[config.mk]
export PLATFORM = sky130hd
export DESIGN_NAME = mbz_store
export DESIGN_NICKNAME = d
export VERILOG_FILES = /design/src/hw/rtl/masked_band_mean_zscore_core_defines.svh /design/src/hw/rtl/mbz_pkg.sv /design/src/hw/rtl/mbz_store.sv
export SDC_FILE = /design/constraint.sdc
export NUM_CORES = 2
export LEC_CHECK = 0
export BUFFER_PORTS_ARGS = -buffer_cell sky130_fd_sc_hd__clkbuf_2
export CORE_ASPECT_RATIO = 0.9
export CORE_MARGIN = 3
export CORE_UTILIZATION = 65
export CTS_CLUSTER_DIAMETER = 40
export CTS_CLUSTER_SIZE = 8
export DETAILED_ROUTE_END_ITERATION = 10
export PLACE_DENSITY_LB_ADDON = 0.25
export SYNTH_ARGS = -nofsm -noshare
export SYNTH_HDL_FRONTEND = slang
export SYNTH_SLANG_ARGS = --single-unit
export TNS_END_PERCENT = 30
[constraint.sdc]
create_clock -name clk -period 13.2 [get_ports clk]
set_input_delay 2.64 -clock clk [delete_from_list [all_inputs] [get_ports clk]]
set_output_delay 2.64 -clock clk [all_outputs]
set_load 0.05 [all_outputs]
[src/hw/rtl/masked_band_mean_zscore_core_defines.svh]
// Assertion macros shared by the masked band mean z-score RTL.
// Users must have clk and rst_n in scope.
`ifndef MASKED_BAND_MEAN_ZSCORE_CORE_DEFINES_SVH
`define MASKED_BAND_MEAN_ZSCORE_CORE_DEFINES_SVH

// Same-cycle implication.
`define MBZ_ASSERT_NOW(lbl, ante, cons, msg) \
  lbl: assert property (@(posedge clk) disable iff (!rst_n) (ante) |-> (cons)) \
    else $error(msg);

// Next-cycle implication.
`define MBZ_ASSERT_NEXT(lbl, ante, cons, msg) \
  lbl: assert property (@(posedge clk) disable iff (!rst_n) (ante) |=> (cons)) \
    else $error(msg);

`endif

[src/hw/rtl/mbz_pkg.sv]
// Package for the masked band mean z-score core: widths, codes, control structs
// and saturation helpers. No dependencies.
package mbz_pkg;

  localparam int MAX_BANDS_DEF = 64;
  localparam int SUM_W         = 48;
  localparam int CNT_W         = 32;
  localparam int MEAN_W        = 32;
  localparam int MSUM_W        = 38;
  localparam int NB_W          = 7;
  localparam int Z_W           = 24;
  localparam int ALU_W         = 64;
  localparam int CFG_IDX_W     = 3;
  localparam int CFG_DATA_W    = 16;

  typedef enum logic [4:0] {
    ST_IDLE, ST_ACC_RD, ST_ACC_WR,
    ST_MEAN_RD, ST_MEAN_DIV, ST_MEAN_WAIT,
    ST_GM_DIV, ST_GM_WAIT,
    ST_VAR_RD, ST_VAR_MUL, ST_VAR_WAIT,
    ST_VDIV, ST_VDIV_WAIT, ST_NORM, ST_SQRT_WAIT,
    ST_EMIT_RD, ST_EMIT_DIV, ST_EMIT_WAIT, ST_OUT, ST_CLEAR
  } state_t;

  typedef enum logic [1:0] {ALU_DIV, ALU_MUL, ALU_SQRT} alu_op_t;

  typedef enum logic [1:0] {
    STAT_OK       = 2'd0,
    STAT_NO_VOXEL = 2'd1,
    STAT_FLAT     = 2'd2
  } status_t;

  typedef enum logic [CFG_IDX_W-1:0] {
    CFG_MIN_VALUE, CFG_MASK_EN, CFG_NUM_ROWS, CFG_NUM_COLS, CFG_NUM_BANDS
  } cfg_idx_t;

  typedef struct packed {
    logic    start;
    alu_op_t op;
  } alu_req_t;

  typedef struct packed {
    logic busy;
    logic done;
  } alu_rsp_t;

  typedef struct packed {
    logic we;
    logic clr;
  } store_req_t;

  // Signed saturation of a quotient magnitude to a Q15.16 mean.
  function automatic logic [MEAN_W-1:0] mean_sat(input logic [ALU_W-1:0] q,
                                                 input logic neg);
    logic [MEAN_W-1:0] r;
    if (neg) begin
      if (q >= 64'h8000_0000) r = 32'h8000_0000;
      else r = -q[MEAN_W-1:0];
    end else begin
      if (q > 64'h7FFF_FFFF) r = 32'h7FFF_FFFF;
      else r = q[MEAN_W-1:0];
    end
    return r;
  endfunction

  // Signed saturation of a quotient magnitude to a Q7.16 z-score.
  function automatic logic [Z_W-1:0] z_sat(input logic [ALU_W-1:0] q,
                                           input logic neg);
    logic [Z_W-1:0] r;
    if (neg) begin
      if (q >= 64'h80_0000) r = 24'h80_0000;
      else r = -q[Z_W-1:0];
    end else begin
      if (q > 64'h7F_FFFF) r = 24'h7F_FFFF;
      else r = q[Z_W-1:0];
    end
    return r;
  endfunction

endpackage

[src/hw/rtl/mbz_store.sv]
// Per-band store: sums during accumulation, then band means. Entry valid bits
// make unwritten entries read as zero. Uses mbz_pkg.
module mbz_store #(
  parameter int MAX_BANDS = mbz_pkg::MAX_BANDS_DEF,
  parameter int IDX_W     = $clog2(MAX_BANDS)
) (
  input  logic                      clk,
  input  logic                      rst_n,
  input  mbz_pkg::store_req_t       req,
  input  logic [IDX_W-1:0]          waddr,
  input  logic [mbz_pkg::SUM_W-1:0] wdata,
  input  logic [IDX_W-1:0]          raddr,
  output logic [mbz_pkg::SUM_W-1:0] rdata
);
  import mbz_pkg::*;

  logic [SUM_W-1:0]     mem [MAX_BANDS];
  logic [MAX_BANDS-1:0] valid_r;
  logic [SUM_W-1:0]     rd_data_r;
  logic                 rd_vld_r;

  always_ff @(posedge clk) begin
    if (req.we) begin
      mem[waddr] <= wdata;
    end
    rd_data_r <= mem[raddr];
  end

  always_ff @(posedge clk) begin
    if (!rst_n) begin
      valid_r  <= '0;
      rd_vld_r <= 1'b0;
    end else begin
      rd_vld_r <= valid_r[raddr];
      if (req.clr) begin
        valid_r <= '0;
      end else if (req.we) begin
        valid_r[waddr] <= 1'b1;
      end
    end
  end

  assign rdata = rd_vld_r ? rd_data_r : '0;

endmodule
Yosys cells after proc, flatten, opt, wreduce, memory -nomap -nowiden
Memories as Yosys holds them, arrays and structs flattened. A register that Yosys moved wholly into a read port is not among the register bits.
Index checks and enable logic that the tools add are counted.
{"block": "totals", "input_bits": 64, "regBits": 65, "ramBits": 3072, "mem_count": 1, "elab_cells": 17}
{"block": "classes", "n_bitwise": 2, "n_lt_le_gt_ge": 3, "n_reduce_logical": 2, "muxes": 7}
{"name": "mem", "depth": 64, "width": 48, "rd": 1, "rd_ports_with_merged_regs": 1, "write_ports": 1, "line_no": "mbz_store.sv:17", "source": "logic [SUM_W-1:0] mem [MAX_BANDS];"}
{"op": "$or A64 B64 Y64", "count": 1}
{"op": "$mux W48", "count": 1}
{"op": "$lt A6 B7 Y1 const B", "count": 2}
{"op": "$bmux W1 S6", "count": 1}
{"op": "$demux W1 S6", "count": 1}
{"op": "$ge A6 B1 Y1 const B", "count": 1}
{"op": "$mux W1", "count": 4}
{"op": "$reduce_or A2 Y1", "count": 1}
{"op": "$logic_and A1 B1 Y1", "count": 1}
{"op": "$not A1 Y1", "count": 1}

Depth between registers and ports, before layout
{"block": "logic_depth", "word_depth": 5, "ltp_mapped": 11}

Least setup slack after synthesis
Ideal clock, no wire load.
{"block": "synth_path", "path_type": "input to register", "startpoint": "in req[1] in the netlist's numbering", "endpoint": "mem mem[40][0], enable pin", "arrival_time_ps": 6447, "setup_ps": 515, "required_time_ps": 12685, "path_slack_ps": 6238, "cell_stages": 3, "cell_sequence": "nor2b_1 nand3_1 nor3_1"}
{"block": "synth_via", "elab_chain_len": 2}
{"item": "from (decl)", "line_no": "mbz_store.sv:9", "source": "input mbz_pkg::store_req_t req,"}
{"item": "$mux W1", "line_no": "mbz_store.sv:23", "source": "if (req.we) begin"}
{"item": "$mux W1 (implied by the code)", "line_no": "mbz_store.sv:24", "source": "mem[waddr] <= wdata;"}
{"item": "to (decl)", "line_no": "mbz_store.sv:17"}
No other way between the ends.

==> out/results.ini <==
[worst_setup_path]
path_cells = buf_8 -> buf_12 -> buf_4 -> mux4_2 -> mux4_2 -> a22oi_1 -> nand2_1
ff2ff_path_depth = 4
worstPathMaxFanout = 114
worstSetupPathType = in -> reg
r2r_setup_slack_ns = 10.85
end_kind = flop
start_kind = input port
crit_family = buffers and inverters
critPathMaxStageDelay_ns = 1.04
slowest_stage = buf_4
reg2reg_from = mem[53][39]$_DFFE_PP_
cp_num_buf_inv = 3
regToRegEndpoint = rd_data_r[39]$_DFF_P_
required_ns = 14.00
critPathMostFrequentCell = mux4_2
worst_ep_arrival_time_ns = 6.88

[floorplan]
die_w_um = 459.2
die_area_um2 = 190000
dieHeight_um = 413.9
placementRows = 149
coreArea_um2 = 183400
ioPinCount = 112
initial_core_util_pct = 65.50

[place]
post-dp-hpwl_um = 156300
gp_congestion = 0.8006
portBuffers = 111
place_ws_ns = 6.412

[sta]
fin_ws_ns = 7.115
rsz0062_at_grt = false
finalCritPeriodShare_pct = 46.10
slew_violations = 0
setup_viol = 0
slew_headroom_pct = 2.509
tns_ns = 0
clock_skew_ns = 0.06848
worst_pin_slew_ns = 1.459
hold_violations = 0
post-route-min-period_ns = 6.085
fmax_ghz = 0.1643

[routing]
ant_nets = 0
vias = 61070
first_pass_iters = 7
drc = 0
wl_per_cell_um = 41.41
viasPerCell = 7.444
totalWireLength_um = 339700
dr.first_iter.drc_count = 10850

[worst_hold_path]
hp-class = reg -> reg
hold_path.startpoint = valid_r[28]$_SDFFE_PP0P_
whs_endpoint = valid_r[28]$_SDFFE_PP0P_
min_path_cells = 1

[logic_synthesis]
synth_top_area_cell = edfxtp_1
ys_top_cells_by_area = edfxtp_1, mux4_2, dfxtp_1, mux2i_1, a22oi_1
syn-cell-area_um2 = 120200
synth_common_cells = edfxtp_1, mux4_2, clkbuf_1, dfxtp_1, a22oi_1
synth_edf_count = 3072
synthCells = 5044
synthFlopType = edfxtp_1
synth.yosys.seq_area_share_pct = 78.66
synth_top_area_share_pct = 76.78
synth.distinct_cells = 32
yosysMostFrequentCell = edfxtp_1
ys_async_sr_fraction_pct = 0
ys_ff_latch = 3185
yosys_warnings = 0
avgSynthCellArea_um2 = 23.82
synth_fp_nets = 5108

[grt]
antenna_found_initial = 19
grt-ovfl-total = 0
grt.total_usage_pct = 36.59
grt_max_degree = 115
grt_pass1_wl_um = 478600
grt_pass1_vias = 62910

[cells_and_area]
syn_to_final_growth_pct = 14.20
final_core_util_pct = 74.80
drive_gt1_share_pct = 29.74
final_nets = 5546

[clocking]
postCtsSetupBuffers = 0
cts_tree = yes
cts_max_path_buffers = 4
post_cts_resized = 0
cts_sinks = 3185
cts_buffers = 461
h-tree-depth = 5
clk_pin_slew_ns = 0.05
root_buffer = clkbuf_16
postCtsHoldBufs = 0
clk_latency_ns = 1.00

[pwr]
fin_total_pwr_uw = 22910
switching_power_uw = 4775
total_leakage_power_uw = 0.04332
powerDensity_nw_per_um2 = 167.0
seq_power_share_pct = 49.1
p_comb_share_pct = 4.2
peakVddDrop_mv = 0.1466
p_int_uw = 18140
power_switching_share_pct = 20.84
power_frac_clock_pct = 46.7

[flow_run]
cap_violations = 0

[run_status]
status = completed

==> power by group through the flow <==
stage | Combinational [uW] | Sequential (uW) | Clock [uW]
after global placement | 905 | 11400 | 0
after detailed placement | 923 | 11400 | 0
after CTS | 950 | 11200 | 10800
after floorplan | 574 | 11400 | 0
final | 961 | 11300 | 10700
after global routing | 1000 | 11200 | 11200
==> per-stage QoR <==
stage          cells  instance area [um^2]  hold slack [ns]
3_3_place_gp    7435                124100           0.4411
6_report        8204                137200           0.4605
4_1_cts         8186                137200           0.4591
5_1_grt         8190                137200           0.4715
2_1_floorplan   5044                120200           0.4354
3_5_place_dp    7435                124100           0.4497
==> final cells by class <==
class                   count  area [um^2]
clock buffers             728        12840
multi-input cells        1579        24820
well taps                2416         3023
flip-flops and latches   3185        94510
diodes                     18        45.04
clock inverters            23        202.7
fillers                  9211        46230
repair buffers            255         1768
==> cells by family after synthesis <==
group                  count (synthesis)  share of synthesized area, %
multiplexers                         968                         17.15
flip-flops                          3185                         78.66
buffers and inverters                280                         1.117
AO/OA/AOI/OAI                        343                         1.974
AND/OR/NAND/NOR                      268                         1.099
==> registers in the layout (all words and copies together), names as in the netlist <==
register	count
valid_r	64
rd_vld_r	1
mem	3072
rd_data_r	48
==> worst max-delay path by stage <==
stage	startpoint	to	slack [ns]	depth (start not counted)
after floorplan	req[1]	mem[40][0]$_DFFE_PP_	6.24	3
after global placement	raddr[0]	rd_data_r[16]$_DFF_P_	6.43	7
after detailed placement	raddr[0]	rd_data_r[16]$_DFF_P_	6.41	7
after CTS	raddr[2]	rd_data_r[32]$_DFF_P_	7.32	7
after global routing	raddr[0]	rd_data_r[16]$_DFF_P_	7.03	7
final	raddr[2]	rd_data_r[32]$_DFF_P_	7.12	7
==> layer usage <==
layer	GRT usage (%)	wire length [um]
met5	0	11
met1	49.24	110700
met4	17.66	18720
met3	11.52	49720
met2	55.62	160600
==> placed cells by master, fill, tap and decap left out, drive strengths merged, types with 2 or more instances in the layout <==
cell    count
and2       54
a22oi      97
a211oi     14
mux2i      82
a221oi     26
nor3        4
nand2b      8
nor2       89
o211ai      2
a21oi      57
clkbuf    835
diode      18
o21ai      37
nor2b      29
o22ai      23
nand3b      2
o221ai     23
buf       148
mux2       15
mux4      871
bufinv      3
o21a       64
inv         4
nand3      45
clkinv     16
nand2      32
dfxtp     113
edfxtp   3072
==> worst register-to-register path: stages (launching register included) <==
cell	delay, ns
edfxtp_1	0.42
mux4_2	0.53
mux4_2	0.52
o21ai_0	0.54
a21oi_1	0.17
Power figures use the tool's default switching activity.
